**src/rtl/core/horizon_level_strength_defines.svh**
```systemverilog
// ----------------------------------------------------------------------------
// Horizon leveling strength: assertion macros
// Shared property wrappers for the horizon leveling strength core.
// ----------------------------------------------------------------------------
`ifndef HORIZON_LEVEL_STRENGTH_DEFINES_SVH
`define HORIZON_LEVEL_STRENGTH_DEFINES_SVH

// same-cycle implication, reported by $error
`define HLS_ASSERT_IMPL(label, clock, reset, ante, cons, msg) \
  label: assert property (@(posedge clock) disable iff (reset) (ante) |-> (cons)) \
    else $error(msg);

// next-cycle implication, reported by $error
`define HLS_ASSERT_NEXT(label, clock, reset, ante, cons, msg) \
  label: assert property (@(posedge clock) disable iff (reset) (ante) |=> (cons)) \
    else $error(msg);

`endif

```
**src/rtl/core/hls_pkg.sv**
```systemverilog
// ----------------------------------------------------------------------------
// Horizon leveling strength: package
// Field types, register codes, arithmetic constants and helpers.
// ----------------------------------------------------------------------------
`default_nettype none

package hls_pkg;

  localparam int DEFL_W      = 9;
  localparam int ANGLE_W     = 12;
  localparam int EFFECT_W    = 8;
  localparam int SENS_W      = 8;
  localparam int STRENGTH_W  = 7;
  localparam int CFG_INDEX_W = 2;
  localparam int CFG_DATA_W  = 8;

  typedef logic [DEFL_W-1:0]         defl_t;
  typedef logic signed [ANGLE_W-1:0] angle_t;
  typedef logic [STRENGTH_W-1:0]     strength_t;

  typedef enum logic [CFG_INDEX_W-1:0] {
    CFG_TILT_MODE   = 2'd0,
    CFG_TILT_EFFECT = 2'd1,
    CFG_LEVEL_SENS  = 2'd2
  } cfg_index_t;

  localparam logic MODE_SAFE   = 1'b0;
  localparam logic MODE_EXPERT = 1'b1;

  localparam logic [EFFECT_W-1:0]   TILT_EFFECT_RESET = 8'd75;
  localparam logic [SENS_W-1:0]     LEVEL_SENS_RESET  = 8'd75;
  localparam logic [EFFECT_W-1:0]   EXPERT_EFFECT_MAX = 8'd175;
  localparam logic [DEFL_W-1:0]     DEFL_FULL         = 9'd500;
  localparam logic [STRENGTH_W-1:0] STRENGTH_MAX      = 7'd100;

  // reciprocal constants: x/5 = x*205>>10, x/18 = x*3641>>16,
  // x/10 = x*3277>>15, x/100 = x*167773>>24 over the ranges used here
  localparam logic [7:0]  DIV5_RECIP   = 8'd205;
  localparam logic [11:0] DIV18_RECIP  = 12'd3641;
  localparam logic [11:0] DIV10_RECIP  = 12'd3277;
  localparam logic [17:0] DIV100_RECIP = 18'd167773;

  // pipelined saturating divider
  localparam int DIV_NUM_W  = 15;
  localparam int DIV_DEN_W  = 10;
  localparam int DIV_Q_W    = 7;
  localparam int DIV_STAGES = DIV_Q_W + 1;

  typedef struct packed {
    logic [13:0] m;
    logic [14:0] num1;
    logic        num1_neg;
  } hls_carry_t;

  typedef struct packed {
    logic zero;
    logic num1_neg;
    logic expert;
  } hls_side_t;

  function automatic logic [10:0] div100(input logic [16:0] x);
    logic [34:0] prod;
    prod = 35'(x) * 35'(DIV100_RECIP);
    return prod[34:24];
  endfunction

endpackage

`default_nettype wire

```
**src/rtl/core/hls_if.sv**
```systemverilog
// ----------------------------------------------------------------------------
// Horizon leveling strength: channel interfaces
// Valid/ready channels for samples in and strength results out.
// ----------------------------------------------------------------------------
`default_nettype none

interface hls_sample_if import hls_pkg::*; ();
  logic   valid;
  logic   ready;
  defl_t  stick_deflection;
  angle_t roll_angle;
  angle_t pitch_angle;

  modport source(output valid, output stick_deflection, output roll_angle,
                 output pitch_angle, input ready);
  modport sink(input valid, input stick_deflection, input roll_angle,
               input pitch_angle, output ready);
endinterface

interface hls_strength_if import hls_pkg::*; ();
  logic      valid;
  logic      ready;
  strength_t level_strength;

  modport source(output valid, output level_strength, input ready);
  modport sink(input valid, input level_strength, output ready);
endinterface

`default_nettype wire

```
**src/rtl/core/hls_div.sv**
```systemverilog
// ----------------------------------------------------------------------------
// Horizon leveling strength: pipelined divider
// Unsigned restoring divider: an overflow check, then one quotient bit
// per stage, quotient saturated to all ones when it does not fit.
// ----------------------------------------------------------------------------
`default_nettype none

module hls_div import hls_pkg::*; (
  input  logic                  clk,
  input  logic [DIV_STAGES-1:0] adv,
  input  logic [DIV_NUM_W-1:0]  num,
  input  logic [DIV_DEN_W-1:0]  den,
  output logic [DIV_Q_W-1:0]    quot
);

  localparam int CMP_W = DIV_DEN_W + DIV_Q_W;

  logic [DIV_NUM_W-1:0] rem [DIV_STAGES];
  logic [DIV_DEN_W-1:0] dv  [DIV_STAGES];
  logic [DIV_Q_W-1:0]   q   [DIV_STAGES];
  logic                 ovf [DIV_STAGES];

  always_ff @(posedge clk) begin
    if (adv[0]) begin
      rem[0] <= num;
      dv[0]  <= den;
      q[0]   <= '0;
      ovf[0] <= (num >> DIV_Q_W) >= {{(DIV_NUM_W-DIV_DEN_W){1'b0}}, den};
    end
  end

  for (genvar j = 1; j < DIV_STAGES; j++) begin : g_step
    localparam int BIT = DIV_Q_W - j;
    logic [CMP_W-1:0] shifted;
    logic             fits;
    logic [CMP_W-1:0] diff;

    always_comb begin
      shifted = CMP_W'(dv[j-1]) << BIT;
      fits    = CMP_W'(rem[j-1]) >= shifted;
      diff    = CMP_W'(rem[j-1]) - shifted;
    end

    always_ff @(posedge clk) begin
      if (adv[j]) begin
        rem[j] <= fits ? diff[DIV_NUM_W-1:0] : rem[j-1];
        dv[j]  <= dv[j-1];
        q[j]   <= q[j-1] | (DIV_Q_W'(fits) << BIT);
        ovf[j] <= ovf[j-1];
      end
    end
  end

  assign quot = ovf[DIV_STAGES-1] ? '1 : q[DIV_STAGES-1];

endmodule

`default_nettype wire

```
**src/rtl/core/horizon_level_strength.sv**
```systemverilog
// ----------------------------------------------------------------------------
// Horizon leveling strength
// Leveling strength 0..100 per sample from stick deflection and attitude,
// in safe or expert tilt mode.
//
//   channel   dir  handshake      payload
//   sample    in   valid/ready    stick_deflection, roll_angle, pitch_angle
//   result    out  valid/ready    level_strength
//   cfg       in   cfg_write      cfg_index, cfg_data
//
// One item enters per cycle unless stalled results fill every stage.
// The pipeline is the eight arithmetic stages plus the eight divider stages.
// Reset clears the stage valid bits and loads the register defaults.
// A stalled result holds only the occupied stages; empty stages keep filling.
// ----------------------------------------------------------------------------
`default_nettype none
`include "horizon_level_strength_defines.svh"

module horizon_level_strength import hls_pkg::*; (
  input  logic                   clk,
  input  logic                   rst,
  input  logic                   cfg_write,
  input  logic [CFG_INDEX_W-1:0] cfg_index,
  input  logic [CFG_DATA_W-1:0]  cfg_data,
  hls_sample_if.sink             sample,
  hls_strength_if.source         result
);

  localparam int ST_DIV0  = 6;
  localparam int ST_PROD  = ST_DIV0 + DIV_STAGES;
  localparam int ST_OUT   = ST_PROD + 1;
  localparam int N_STAGES = ST_OUT + 1;

  logic                tilt_mode;
  logic [EFFECT_W-1:0] tilt_effect;
  logic [SENS_W-1:0]   level_sensitivity;

  always_ff @(posedge clk) begin
    if (rst) begin
      tilt_mode         <= MODE_SAFE;
      tilt_effect       <= TILT_EFFECT_RESET;
      level_sensitivity <= LEVEL_SENS_RESET;
    end else if (cfg_write) begin
      case (cfg_index)
        CFG_TILT_MODE:   tilt_mode <= cfg_data[0];
        CFG_TILT_EFFECT: tilt_effect <= cfg_data;
        CFG_LEVEL_SENS:  level_sensitivity <= cfg_data;
        default: ;
      endcase
    end
  end

  logic        expert;
  logic        effect_off;
  logic [7:0]  cut_span;
  logic [11:0] cutoff;
  logic [23:0] den1_prod;
  logic [8:0]  den1;

  always_comb begin
    expert     = tilt_mode == MODE_EXPERT;
    effect_off = tilt_effect >= EXPERT_EFFECT_MAX;
    cut_span   = EXPERT_EFFECT_MAX - tilt_effect;
    cutoff     = 12'(cut_span) * 12'd18;
    den1_prod  = 24'(cutoff) * 24'(DIV10_RECIP);
    den1       = den1_prod[23:15];
  end

  logic [N_STAGES-1:0] v;
  logic [N_STAGES-1:0] adv;

  always_comb begin
    adv[N_STAGES-1] = !v[N_STAGES-1] || result.ready;
    for (int k = N_STAGES - 2; k >= 0; k--) begin
      adv[k] = !v[k] || adv[k+1];
    end
  end

  always_ff @(posedge clk) begin
    if (rst) begin
      v <= '0;
    end else begin
      if (adv[0]) begin
        v[0] <= sample.valid;
      end
      for (int k = 1; k < N_STAGES; k++) begin
        if (adv[k]) begin
          v[k] <= v[k-1];
        end
      end
    end
  end

  assign sample.ready = adv[0];
  assign result.valid = v[N_STAGES-1];

  // stage 0: base strength complement and tilt
  logic [ANGLE_W-1:0] roll_bits;
  logic [ANGLE_W-1:0] pitch_bits;
  logic [ANGLE_W-1:0] roll_abs;
  logic [ANGLE_W-1:0] pitch_abs;
  logic [ANGLE_W-1:0] tilt_in;
  logic               defl_over;
  logic [DEFL_W-1:0]  defl_span;
  logic [16:0]        defl_prod;
  logic [6:0]         defl_q;
  logic [6:0]         m0_in;

  always_comb begin
    roll_bits  = sample.roll_angle;
    pitch_bits = sample.pitch_angle;
    roll_abs   = roll_bits[ANGLE_W-1] ? (~roll_bits + ANGLE_W'(1)) : roll_bits;
    pitch_abs  = pitch_bits[ANGLE_W-1] ? (~pitch_bits + ANGLE_W'(1)) : pitch_bits;
    tilt_in    = (roll_abs > pitch_abs) ? roll_abs : pitch_abs;
    defl_over  = sample.stick_deflection > DEFL_FULL;
    defl_span  = defl_over ? (sample.stick_deflection - DEFL_FULL)
                           : (DEFL_FULL - sample.stick_deflection);
    defl_prod  = 17'(defl_span) * 17'(DIV5_RECIP);
    defl_q     = defl_prod[16:10];
    m0_in      = defl_over ? (STRENGTH_MAX + defl_q) : (STRENGTH_MAX - defl_q);
  end

  logic [6:0]         st0_m0;
  logic [ANGLE_W-1:0] st0_tilt;

  always_ff @(posedge clk) begin
    if (adv[0]) begin
      st0_m0   <= m0_in;
      st0_tilt <= tilt_in;
    end
  end

  // stage 1: numerators and tilt term
  logic signed [12:0] tilt_ext;
  logic signed [12:0] cut_diff;
  logic signed [12:0] safe_diff;
  logic [10:0]        safe_mag;
  logic [22:0]        safe_prod;
  logic [6:0]         safe_q;
  logic signed [7:0]  q18_calc;
  hls_carry_t         carry1_in;

  always_comb begin
    tilt_ext           = $signed({1'b0, st0_tilt});
    cut_diff           = $signed({1'b0, cutoff}) - tilt_ext;
    safe_diff          = 13'sd1800 - tilt_ext;
    safe_mag           = safe_diff[12] ? 11'(-safe_diff) : safe_diff[10:0];
    safe_prod          = 23'(safe_mag) * 23'(DIV18_RECIP);
    safe_q             = safe_prod[22:16];
    q18_calc           = safe_diff[12] ? -$signed({1'b0, safe_q}) : $signed({1'b0, safe_q});
    carry1_in.m        = 14'(st0_m0) * 14'd100;
    carry1_in.num1_neg = cut_diff[12];
    carry1_in.num1     = cut_diff[12] ? '0 : 15'(cut_diff[11:0]) * 15'd10;
  end

  hls_carry_t        st1_carry;
  logic signed [7:0] st1_q18;

  always_ff @(posedge clk) begin
    if (adv[1]) begin
      st1_carry <= carry1_in;
      st1_q18   <= q18_calc;
    end
  end

  // stage 2: tilt term times effect
  logic signed [16:0] t_calc;

  assign t_calc = st1_q18 * $signed({1'b0, tilt_effect});

  hls_carry_t         st2_carry;
  logic signed [15:0] st2_t;

  always_ff @(posedge clk) begin
    if (adv[2]) begin
      st2_carry <= st1_carry;
      st2_t     <= t_calc[15:0];
    end
  end

  // stage 3: safe inclination ratio
  logic               t_neg;
  logic [15:0]        t_mag;
  logic [10:0]        t_div;
  logic signed [10:0] t_signed;
  logic signed [10:0] ratio_calc;

  always_comb begin
    t_neg      = st2_t[15];
    t_mag      = t_neg ? 16'(-st2_t) : st2_t;
    t_div      = div100({1'b0, t_mag});
    t_signed   = t_neg ? -$signed(t_div) : $signed(t_div);
    ratio_calc = t_signed + 11'sd100 - $signed({3'b0, tilt_effect});
  end

  hls_carry_t        st3_carry;
  logic signed [9:0] st3_ratio;

  always_ff @(posedge clk) begin
    if (adv[3]) begin
      st3_carry <= st2_carry;
      st3_ratio <= ratio_calc[9:0];
    end
  end

  // stage 4: sensitivity times ratio
  logic signed [18:0] p_calc;

  assign p_calc = $signed({1'b0, level_sensitivity}) * st3_ratio;

  hls_carry_t         st4_carry;
  logic signed [17:0] st4_p;

  always_ff @(posedge clk) begin
    if (adv[4]) begin
      st4_carry <= st3_carry;
      st4_p     <= p_calc[17:0];
    end
  end

  // stage 5: divisor selection
  logic                 p_neg;
  logic [16:0]          p_mag;
  logic [10:0]          fact_div;
  logic [9:0]           fact;
  logic [DIV_DEN_W-1:0] a_den_in;
  hls_side_t            side_in;

  always_comb begin
    p_neg    = st4_p[17];
    p_mag    = p_neg ? 17'(-st4_p) : st4_p[16:0];
    fact_div = div100(p_mag);
    if (tilt_effect == '0) begin
      fact = {2'b0, level_sensitivity};
    end else if (p_neg) begin
      fact = '0;
    end else begin
      fact = fact_div[9:0];
    end
    a_den_in         = expert ? {2'b0, level_sensitivity} : fact;
    side_in.expert   = expert;
    side_in.num1_neg = st4_carry.num1_neg;
    side_in.zero     = expert ? (effect_off || level_sensitivity == '0) : (fact == '0);
  end

  logic [DIV_NUM_W-1:0] st5_a_num;
  logic [DIV_DEN_W-1:0] st5_a_den;
  logic [DIV_NUM_W-1:0] st5_b_num;
  logic [DIV_DEN_W-1:0] st5_b_den;
  hls_side_t            st5_side;

  always_ff @(posedge clk) begin
    if (adv[5]) begin
      st5_a_num <= {1'b0, st4_carry.m};
      st5_a_den <= a_den_in;
      st5_b_num <= st4_carry.num1;
      st5_b_den <= {1'b0, den1};
      st5_side  <= side_in;
    end
  end

  // stages 6..13: strength and inclination divisions
  logic [DIV_Q_W-1:0] qa;
  logic [DIV_Q_W-1:0] qb;
  hls_side_t          side [DIV_STAGES];

  hls_div u_div_strength (
    .clk  (clk),
    .adv  (adv[ST_DIV0 +: DIV_STAGES]),
    .num  (st5_a_num),
    .den  (st5_a_den),
    .quot (qa)
  );

  hls_div u_div_incl (
    .clk  (clk),
    .adv  (adv[ST_DIV0 +: DIV_STAGES]),
    .num  (st5_b_num),
    .den  (st5_b_den),
    .quot (qb)
  );

  always_ff @(posedge clk) begin
    if (adv[ST_DIV0]) begin
      side[0] <= st5_side;
    end
    for (int j = 1; j < DIV_STAGES; j++) begin
      if (adv[ST_DIV0+j]) begin
        side[j] <= side[j-1];
      end
    end
  end

  // stage 14: strength times ratio
  hls_side_t   side_last;
  logic [6:0]  strength1;
  logic [6:0]  ratio_fin;
  logic [13:0] prod_calc;

  always_comb begin
    side_last = side[DIV_STAGES-1];
    strength1 = (side_last.zero || qa >= STRENGTH_MAX) ? '0 : (STRENGTH_MAX - qa);
    if (!side_last.expert) begin
      ratio_fin = STRENGTH_MAX;
    end else if (side_last.num1_neg) begin
      ratio_fin = '0;
    end else begin
      ratio_fin = (qb >= STRENGTH_MAX) ? STRENGTH_MAX : qb;
    end
    prod_calc = 14'(strength1) * 14'(ratio_fin);
  end

  logic [13:0] st14_prod;

  always_ff @(posedge clk) begin
    if (adv[ST_PROD]) begin
      st14_prod <= prod_calc;
    end
  end

  // stage 15: scale back to percent
  logic [10:0] out_div;
  strength_t   st15_level;

  assign out_div = div100({3'b0, st14_prod});

  always_ff @(posedge clk) begin
    if (adv[ST_OUT]) begin
      st15_level <= out_div[STRENGTH_W-1:0];
    end
  end

  assign result.level_strength = st15_level;

  `HLS_ASSERT_IMPL(a_level_range, clk, rst, result.valid, result.level_strength <= STRENGTH_MAX, "level strength above full scale")
  `HLS_ASSERT_IMPL(a_stall_full, clk, rst, !sample.ready, &v, "input held off with a free stage")
  `HLS_ASSERT_NEXT(a_accept_fill, clk, rst, sample.valid && sample.ready, v[0], "accepted item not captured")

endmodule

`default_nettype wire

```
**src/flat_wrapper.sv**
```systemverilog
// flat-port wrapper written by rule: the top's interface ports become plain ports
module horizon_level_strength_flat import hls_pkg::*;
  (clk, rst, cfg_write, cfg_index, cfg_data, sample_valid, sample_stick_deflection, sample_roll_angle, sample_pitch_angle, sample_ready, result_valid, result_level_strength, result_ready);
  hls_sample_if sample_i ();
  hls_strength_if result_i ();
  input  logic clk;
  input  logic rst;
  input  logic cfg_write;
  input  logic [CFG_INDEX_W-1:0] cfg_index;
  input  logic [CFG_DATA_W-1:0] cfg_data;
  input wire logic [$bits(sample_i.valid)-1:0] sample_valid;
  input wire logic [$bits(sample_i.stick_deflection)-1:0] sample_stick_deflection;
  input wire logic [$bits(sample_i.roll_angle)-1:0] sample_roll_angle;
  input wire logic [$bits(sample_i.pitch_angle)-1:0] sample_pitch_angle;
  output wire logic [$bits(sample_i.ready)-1:0] sample_ready;
  output wire logic [$bits(result_i.valid)-1:0] result_valid;
  output wire logic [$bits(result_i.level_strength)-1:0] result_level_strength;
  input wire logic [$bits(result_i.ready)-1:0] result_ready;
  assign sample_i.valid = sample_valid;
  assign sample_i.stick_deflection = sample_stick_deflection;
  assign sample_i.roll_angle = sample_roll_angle;
  assign sample_i.pitch_angle = sample_pitch_angle;
  assign sample_ready = sample_i.ready;
  assign result_valid = result_i.valid;
  assign result_level_strength = result_i.level_strength;
  assign result_i.ready = result_ready;
  horizon_level_strength u_core (.clk(clk), .rst(rst), .cfg_write(cfg_write), .cfg_index(cfg_index), .cfg_data(cfg_data), .sample(sample_i), .result(result_i));
endmodule
```
**config.mk**
```make
export PLATFORM = sky130hd
export DESIGN_NAME = horizon_level_strength_flat
export DESIGN_NICKNAME = d
export VERILOG_FILES = /design/src/rtl/core/hls_pkg.sv /design/src/rtl/core/hls_if.sv /design/src/rtl/core/hls_div.sv /design/src/rtl/core/horizon_level_strength.sv /design/src/flat_wrapper.sv
export VERILOG_INCLUDE_DIRS = /design/src /design/src/rtl/core
export SDC_FILE = /design/constraint.sdc
export NUM_CORES = 2
export LEC_CHECK = 0
export ABC_AREA = 1
export BUFFER_PORTS_ARGS = -buffer_cell sky130_fd_sc_hd__buf_4
export CORE_AREA = 2 2 340 342
export CTS_BUF_LIST = sky130_fd_sc_hd__clkbuf_8
export DETAILED_ROUTE_END_ITERATION = 8
export DIE_AREA = 0 0 342 344
export GPL_ROUTABILITY_DRIVEN = 0
export PLACE_DENSITY = 0.75
export REMOVE_ABC_BUFFERS = 1
export SLEW_MARGIN = 20
export SYNTH_ARGS = -nofsm -noshare
export SYNTH_HDL_FRONTEND = slang
export SYNTH_HIERARCHICAL = 1
export SYNTH_SLANG_ARGS = --single-unit
export TNS_END_PERCENT = 50
```
**constraint.sdc**
```tcl
create_clock -name clk -period 10.65 [get_ports clk]
set_clock_uncertainty 0.15 [all_clocks]
set_input_delay 0.5325 -clock clk [delete_from_list [all_inputs] [get_ports clk]]
set_output_delay 0.5325 -clock clk [all_outputs]
set_load 0.02 [all_outputs]
```
* After elaboration in Yosys (flattened, before gate mapping)
Memories as Yosys holds them, arrays and structs flattened.
Index checks and enable logic that the tools add are counted.
** Storage, ports and cells
- Register bits after elaboration :: 286
- Bits in latches :: 0
- Bits in writable memories :: 552
- Bits in read-only memories :: 0
- Output and inout bits :: 9
- Word-level logic and storage cells :: 231
- Memories kept :: 9
** Memory list
- u_core.u_div_incl.rem :: words 8, bits a word 15, read ports 7, clocked after Yosys merged registers in 0, write ports 8, RTL line hls_div.sv:18 : logic [DIV_NUM_W-1:0] rem [DIV_STAGES];
- u_core.u_div_strength.rem :: words 8, bits a word 15, read ports 7, clocked after Yosys merged registers in 0, write ports 8, RTL line hls_div.sv:18
- u_core.u_div_incl.dv :: words 8, bits a word 10, read ports 7, clocked after Yosys merged registers in 0, write ports 8, RTL line hls_div.sv:19 : logic [DIV_DEN_W-1:0] dv [DIV_STAGES];
- u_core.u_div_strength.dv :: words 8, bits a word 10, read ports 7, clocked after Yosys merged registers in 0, write ports 8, RTL line hls_div.sv:19
- u_core.u_div_incl.q :: words 8, bits a word 7, read ports 8, clocked after Yosys merged registers in 0, write ports 8, RTL line hls_div.sv:20 : logic [DIV_Q_W-1:0] q [DIV_STAGES];
- u_core.u_div_strength.q :: words 8, bits a word 7, read ports 8, clocked after Yosys merged registers in 0, write ports 8, RTL line hls_div.sv:20
- +3 memories
** Operators by class
- Add/sub/neg operators :: 31
- Multipliers :: 12
- Divide/modulo/power cells :: 0
- Order comparisons :: 21
- Eq/ne operators :: 2
- Shift-type cells :: 0
- Mux-type cells :: 50
- Bitwise operators :: 16
- Reduce and logical (&&, ||, !) cells :: 41
** Operators with widths (number)
- two-way mux 15 bit :: 14
- subtractor 15 bit :: 4
- two-way mux 7 bit :: 8
- multiplier 11 x 12 -> 23 bit (second input constant) :: 2
- two-way mux 12 bit :: 3
- multiplier 16 x 18 -> 34 bit (second input constant) :: 1
- multiplier 17 x 18 -> 34 bit (second input constant) :: 1
- greater-or-equal comparator 15 x 16 -> 1 bit :: 2
- multiplier 14 x 18 -> 31 bit (second input constant) :: 1
- greater-or-equal comparator 15 x 10 -> 1 bit :: 2
- greater-or-equal comparator 15 x 11 -> 1 bit :: 2
- greater-or-equal comparator 15 x 12 -> 1 bit :: 2
- greater-or-equal comparator 15 x 13 -> 1 bit :: 2
- greater-or-equal comparator 15 x 14 -> 1 bit :: 2
- greater-or-equal comparator 15 bit :: 2
- two-way mux 10 bit :: 3
- subtractor 15 x 10 -> 15 bit :: 2
- subtractor 15 x 11 -> 15 bit :: 2
- subtractor 15 x 12 -> 15 bit :: 2
- subtractor 15 x 13 -> 15 bit :: 2
- subtractor 15 x 14 -> 15 bit :: 2
- adder 12 x 1 -> 12 bit (second input constant) :: 2
- NOT 12 bit :: 2
- logical OR 1 bit :: 18
- other kinds (47) :: 90

* Depth between registers and ports, before layout
- Word-level depth :: 17
- Depth in mapped cells :: 51
- Gate-level depth less buffers :: 51

* By module
The synthesis kept the hierarchy.
** By module, submodules not included
- horizon_level_strength :: times used 1, cells each 4745, area each 42934.9 sq um, sequential area each 8828.5 sq um
- hls_div (u_core.u_div_incl) :: times used 1, cells each 1275, area each 11852.6 sq um, sequential area each 6336.1 sq um
- hls_div (u_core.u_div_strength) :: times used 1, cells each 1299, area each 11848.9 sq um, sequential area each 6336.1 sq um

* Worst setup path after synthesis
No wires, ideal clock.
- Kind :: reg2reg
- Start point :: register u_core.st2_t[0]
- End point :: register u_core.st3_ratio[9], data pin
- Data arrival time :: 8.173 ns
- Path slack :: 2.074 ns
- Cell stages (with the launch flop) :: 47
- Buffers on the path :: 0
- Clock period less this slack :: 8.576 ns
- Cell sequence :: edfxtp_1 > inv_1 > ha_1 > inv_1 > nor3_1 > inv_1 > nor3_2 > inv_1 > nor3_1 > nand3_1 > o31ai_2 > xor2_1 > inv_1 > fa_1 > ha_1 > or2_2 > fa_1 > inv_1 > [... 11 more ...] > nand2_1 > nand2_1 > inv_1 > ha_1 > nand2_1 > o21ai_0 > ha_1 > ha_1 > inv_1 > fa_1 > o21ai_0 > a21oi_1 > nor2_1 > nor2_1 > o21ai_0 > a21oi_1 > nand3_1 > nand2_1
** On the way
- Word-level cells in the longest chain between the ends :: 7
** RTL lines
- start, declared :: RTL line horizon_level_strength.sv:172 : logic signed [15:0] st2_t;
- start signal, assigned :: RTL line horizon_level_strength.sv:177 : st2_t <= t_calc[15:0];
- negation 16 bit :: RTL line horizon_level_strength.sv:190 : t_mag = t_neg ? 16'(-st2_t) : st2_t;
- two-way mux 16 bit * :: RTL line horizon_level_strength.sv:190
- multiplier 16 x 18 -> 34 bit * :: RTL line hls_pkg.sv:63 : prod = 35'(x) * 35'(DIV100_RECIP);
- negation 10 bit :: RTL line horizon_level_strength.sv:192 : t_signed = t_neg ? -$signed(t_div) : $signed(t_div);
- two-way mux 10 bit * :: RTL line horizon_level_strength.sv:192
- adder 10 x 8 -> 10 bit * :: RTL line horizon_level_strength.sv:193 : ratio_calc = t_signed + 11'sd100 - $signed({3'b0, tilt_effect});
- subtractor 10 x 9 -> 10 bit * :: RTL line horizon_level_strength.sv:193
- named net u_core.ratio_calc[9] :: RTL line horizon_level_strength.sv:186 : logic signed [10:0] ratio_calc;
- end signal, assigned :: RTL line horizon_level_strength.sv:202 : st3_ratio <= ratio_calc[9:0];
- end, declared :: RTL line horizon_level_strength.sv:197 : logic signed [9:0] st3_ratio;
Mark *: on every way through the listed nets, which the timed path passes. The rest lies on a longest branch.
A chain may end at the register's enable or synchronous reset.

* Final worst setup path
Ends and elaborated chain as after synthesis.

==> results.md <==
Status:
- The flow ran to the end, and the final reports show no timing, DRC or antenna violations.

Worst setup path:
- The capture point of the worst path is u_core/st3_ratio[9].
- At the worst endpoint, the required time is 10990 ps.
- The worst setup path is launched from a flip-flop.
- The startpoint identified for the worst register-to-register timing path is u_core/st2_t[0].
- The slowest stage cell on the critical path is sky130_fd_sc_hd__edfxtp_1.
- The launching instance or port of the critical path is u_core/st2_t[0].
- Along the worst path, the maximum fanout reaches 10.
- The most repeated library cell on the critical path is sky130_fd_sc_hd__inv_1.
- The data arrival time of the worst path is just over 10000 ps.
- The classification of the worst setup path is reg -> reg.
- The reg-to-reg endpoint is u_core/st3_ratio[9].
- The maximum cell stage delay along the critical path is roughly 600 ps.
- The slack of the worst reg-to-reg path is between 800 and 900 ps.
- The worst setup path is captured at a flip-flop.
- The worst reg-to-reg path cell count is 46.

Synth:
- Of all flip-flops after synthesis, the portion carrying an async set or reset was 0%.
- A synthesized cell averages between 9 and 10 sq um.
- The sequential area share after synthesis is about a third.
- Yosys attributes the largest share of cell area to sky130_fd_sc_hd__edfxtp_1 (31%), sky130_fd_sc_hd__ha_1 (18%), sky130_fd_sc_hd__fa_1 (15%).
- The number of flops mapped to enable cells by yosys is roughly 700.
- In the synthesized netlist the dominant register cell turns out to be sky130_fd_sc_hd__edfxtp_1.
- The top cell type by area accounts for a little under a third of the synthesized area.
- The count of warnings emitted by yosys is 6.
- The most frequently used cell type in the post-synthesis netlist is sky130_fd_sc_hd__inv_1.
- The instance count of the mapped netlist is approximately 7300.
- The cell type with the highest aggregate area in the netlist is sky130_fd_sc_hd__edfxtp_1.
- The count of unique library cells instantiated by Yosys is 70.
- By count the netlist is led by sky130_fd_sc_hd__inv_1 (1708), sky130_fd_sc_hd__nand2_1 (1529), sky130_fd_sc_hd__ha_1 (944), sky130_fd_sc_hd__edfxtp_1 (694), sky130_fd_sc_hd__fa_1 (513).
- The total standard cell area after synthesis is roughly 67000 sq um.
- The flip-flop and latch count after synthesis is roughly 730.

Layout:
- The final instance area is 71170 sq um.
- 0 antenna diodes ended up in the layout.
- The filler cells instantiated in the layout total between 9000 and 10000.
- The layout net count is 8965.
- Of the cells placed in the final design, the portion with a size suffix greater than 1 is ~4.9%.
- Compared with the post-synthesis result, the final layout area differs by 6.805%.

Floorplanning:
- The floorplan step set the die height to 344 microns.
- The die boundary width is 342 microns.
- The cell row count is roughly 120.
- The placeable core area is ~110000 sq um.
- The die covers between 100000 and 150000 sq um.
- The number of ports placed on the die boundary is 57.
- For this configuration, the core starts out at a cell density of between 50% and 60%.

Clock network:
- The number of clock sinks is 727.
- The cell chosen for the clock root is sky130_fd_sc_hd__clkbuf_8.
- The number of buffers added for setup after CTS is 0.
- The H-tree was split into 3 levels.
- The maximum clock insertion buffer count is 3.
- The CTS tree is built.
- At the later pin of the worst-skew pair, clock insertion delay measures between 700 and 800 ps.
- The clock transition at the registers of the reported paths is 60 ps.
- Clock tree synthesis inserted a total of approximately 110 buffers.

Global route:
- The total congestion overflow is 0.
- The first global-routing pass estimated approximately 230000 microns of wire.
- The number of antenna violations at the first check in global routing was 0.
- Entering global routing, the biggest net connects 70 pins.
- The global-route total usage across every layer is a little under a quarter.
- The number of global-route vias before repair is 48830.

Place:
- The placed cell area is between 60000 and 70000 sq um.
- Detailed placement finished with a half-perimeter wire length of about 110000 microns.
- Prior to clock tree synthesis, the placed netlist has a worst setup slack of ~940 ps.
- The number of buffer cells added on primary ports is 56.

Detailed routing:
- Once detail routing completed, the nets flagged for antenna violations numbered 0.
- The first detailed-routing pass ran for 8 iterations.
- For this block, the routed nets add up to 135100 microns of wire.
- In the final routed layout, each cell accounts on average for around 15 microns.
- The via-per-instance ratio is 5.241.
- In this run, the number of DRC markers left after iteration 0 of detailed routing was around 2700.
- In the routed design, unresolved DRC markers number 0.
- The total via count in the routed design is 47520.

Timing:
- The slew at the pin closest to its max-slew limit is about 1000 ps.
- The final critical path time including I/O delays and setup is a little under 10000 ps.
- Setup total negative slack on the finished layout was measured at 0 ps.
- The relative slew slack is about a third.
- Setup violations remaining at the end of the flow were counted as 0.
- Derived from the worst setup path, the maximum achievable clock frequency is 102.2 MHz.
- Setup repair after global routing left no endpoint under its margin.
- The final count of hold timing violations is 0.
- After layout, the worst path uses 91.86% of the clock period.
- The count of pins over their slew limit is 0.
- The final worst setup slack is slightly below 900 ps.

Run:
- The reported max-cap violation count is 0.

Min path:
- The worst min-delay path category is in -> reg.
[per-stage QoR]
step | hold WS, ps | std cells | utilization (%)
3_3_place_gp | 250.2 | 8840 | 60.32
6_report | 117.5 | 9067 | 62.50
5_1_grt | 72.41 | 9067 | 62.50
2_1_floorplan | 250.3 | 7259 | -
4_1_cts | 43.04 | 9067 | 62.50
3_5_place_dp | 254.5 | 8840 | 60.32
[worst max-delay path: cells and delay by family, from the launching register on]
kind | cells | cell delay, ps
flops | 1 | 600
xor+xnor | 1 | 340
buf+inv | 9 | 920
simple gates | 17 | 2090
compound gates | 7 | 1220
fa+ha+maj | 12 | 4230
[worst min path at each step]
stage | from | endpoint | depth (start not counted)
4_1_cts | sample_roll_angle[0] | u_core/st0_tilt[0] | 3
2_1_floorplan | u_core/st5_side[0] | u_core/side[0][0] | 0
3_3_place_gp | u_core/st3_carry[2] | u_core/st4_carry[2] | 0
5_1_grt | sample_roll_angle[0] | u_core/st0_tilt[0] | 3
3_5_place_dp | u_core/st5_side[0] | u_core/side[0][0] | 0
6_report | sample_roll_angle[0] | u_core/st0_tilt[0] | 3
[flip-flops by register name (all words and copies together), names as in the netlist, 12 cells and up]
register and flops:
u_core/st5_a_num 12, u_core/u_div_strength/rem 105, u_core/side 24, u_core/u_div_incl/q 28, u_core/u_div_strength/dv 70, u_core/st14_prod 14, u_core/v 16, u_core/st5_b_num 14
u_core/st2_carry 27, u_core/st1_carry 27, u_core/u_div_incl/dv 70, u_core/u_div_incl/rem 105, u_core/st3_carry 27, u_core/u_div_strength/q 28, u_core/st0_tilt 12, u_core/st4_p 18
u_core/st4_carry 26, u_core/st2_t 16
[what timing repair did]
| item | 4_1_cts | 5_1_grt |
|---|---|---|
| gates resized for setup | 0 | 0 |
| hold buffers | 16 | 0 |
| endpoints found under the hold margin | 28 | 0 |
[cell type report]
cell class / count / area (sq um) / share of cell area (%)
clock buffers: 121 / 1665 / 2.340
inverters: 1722 / 6466 / 9.085
clock inverters: 90 / 649.4 / 0.9124
flip-flops and latches: 727 / 21500 / 30.21
repair buffers: 85 / 678.2 / 0.9528
well taps: 1512 / 1892 / 2.658
multi-input cells: 4810 / 38320 / 53.84
[logic make-up (layout without fill, tap and decap cells)]
kind of cell	after synthesis	after routing	synth area share, %
xor gates and xnor gates	243	243	3.228
adders and majority gates	1457	1457	33.14
buffers and inverters	1788	2018	10.26
and+or+nand+nor	2505	2505	16.02
DFF	727	727	32.27
other	1	7	0.005628
AOI/OAI and AO/OA	598	598	5.079
[cell usage in the layout (no fill, tap or decap), types with 11 or more instances in the layout]
master | Yosys | final
sky130_fd_sc_hd__nor2_1 | 369 | 369
sky130_fd_sc_hd__a21oi_1 | 292 | 292
sky130_fd_sc_hd__o21bai_1 | 17 | 17
sky130_fd_sc_hd__nor3_1 | 70 | 70
sky130_fd_sc_hd__a31oi_1 | 17 | 17
sky130_fd_sc_hd__nand2_2 | 24 | 24
sky130_fd_sc_hd__nand3_2 | 12 | 12
sky130_fd_sc_hd__buf_4 | 8 | 69
sky130_fd_sc_hd__fa_1 | 513 | 513
sky130_fd_sc_hd__xor2_1 | 171 | 171
sky130_fd_sc_hd__a21oi_2 | 11 | 11
sky130_fd_sc_hd__a21o_1 | 16 | 16
sky130_fd_sc_hd__o211ai_1 | 15 | 15
sky130_fd_sc_hd__o21ai_0 | 161 | 161
sky130_fd_sc_hd__edfxtp_1 | 694 | 694
sky130_fd_sc_hd__clkbuf_8 | 0 | 121
sky130_fd_sc_hd__nor2_4 | 13 | 13
sky130_fd_sc_hd__clkinv_2 | 0 | 12
sky130_fd_sc_hd__nor4_1 | 20 | 20
sky130_fd_sc_hd__nand2_1 | 1529 | 1529
sky130_fd_sc_hd__clkinv_1 | 1 | 18
sky130_fd_sc_hd__nand4_1 | 83 | 83
sky130_fd_sc_hd__dlygate4sd3_1 | 0 | 16
sky130_fd_sc_hd__xnor2_1 | 69 | 69
sky130_fd_sc_hd__nand3_1 | 299 | 299
sky130_fd_sc_hd__o21a_1 | 13 | 13
sky130_fd_sc_hd__or2_2 | 29 | 29
sky130_fd_sc_hd__inv_1 | 1708 | 1745
sky130_fd_sc_hd__nand2_4 | 11 | 11
sky130_fd_sc_hd__and2_1 | 13 | 13
sky130_fd_sc_hd__inv_2 | 12 | 15
sky130_fd_sc_hd__ha_1 | 944 | 944
sky130_fd_sc_hd__dfxtp_1 | 33 | 33
[metal layers]
layer,GRT usage [%],vias up,wire length [microns]
met5,0,-,0
met4,6.771,0,3794
met3,2.993,275,5596
met2,43.39,1032,69160
met1,28.56,22630,56530
li1,-,23580,-
Power is left out: the tool's default activity adds up to more than one toggle a clock period on the data nets, which glitch-free logic cannot reach.
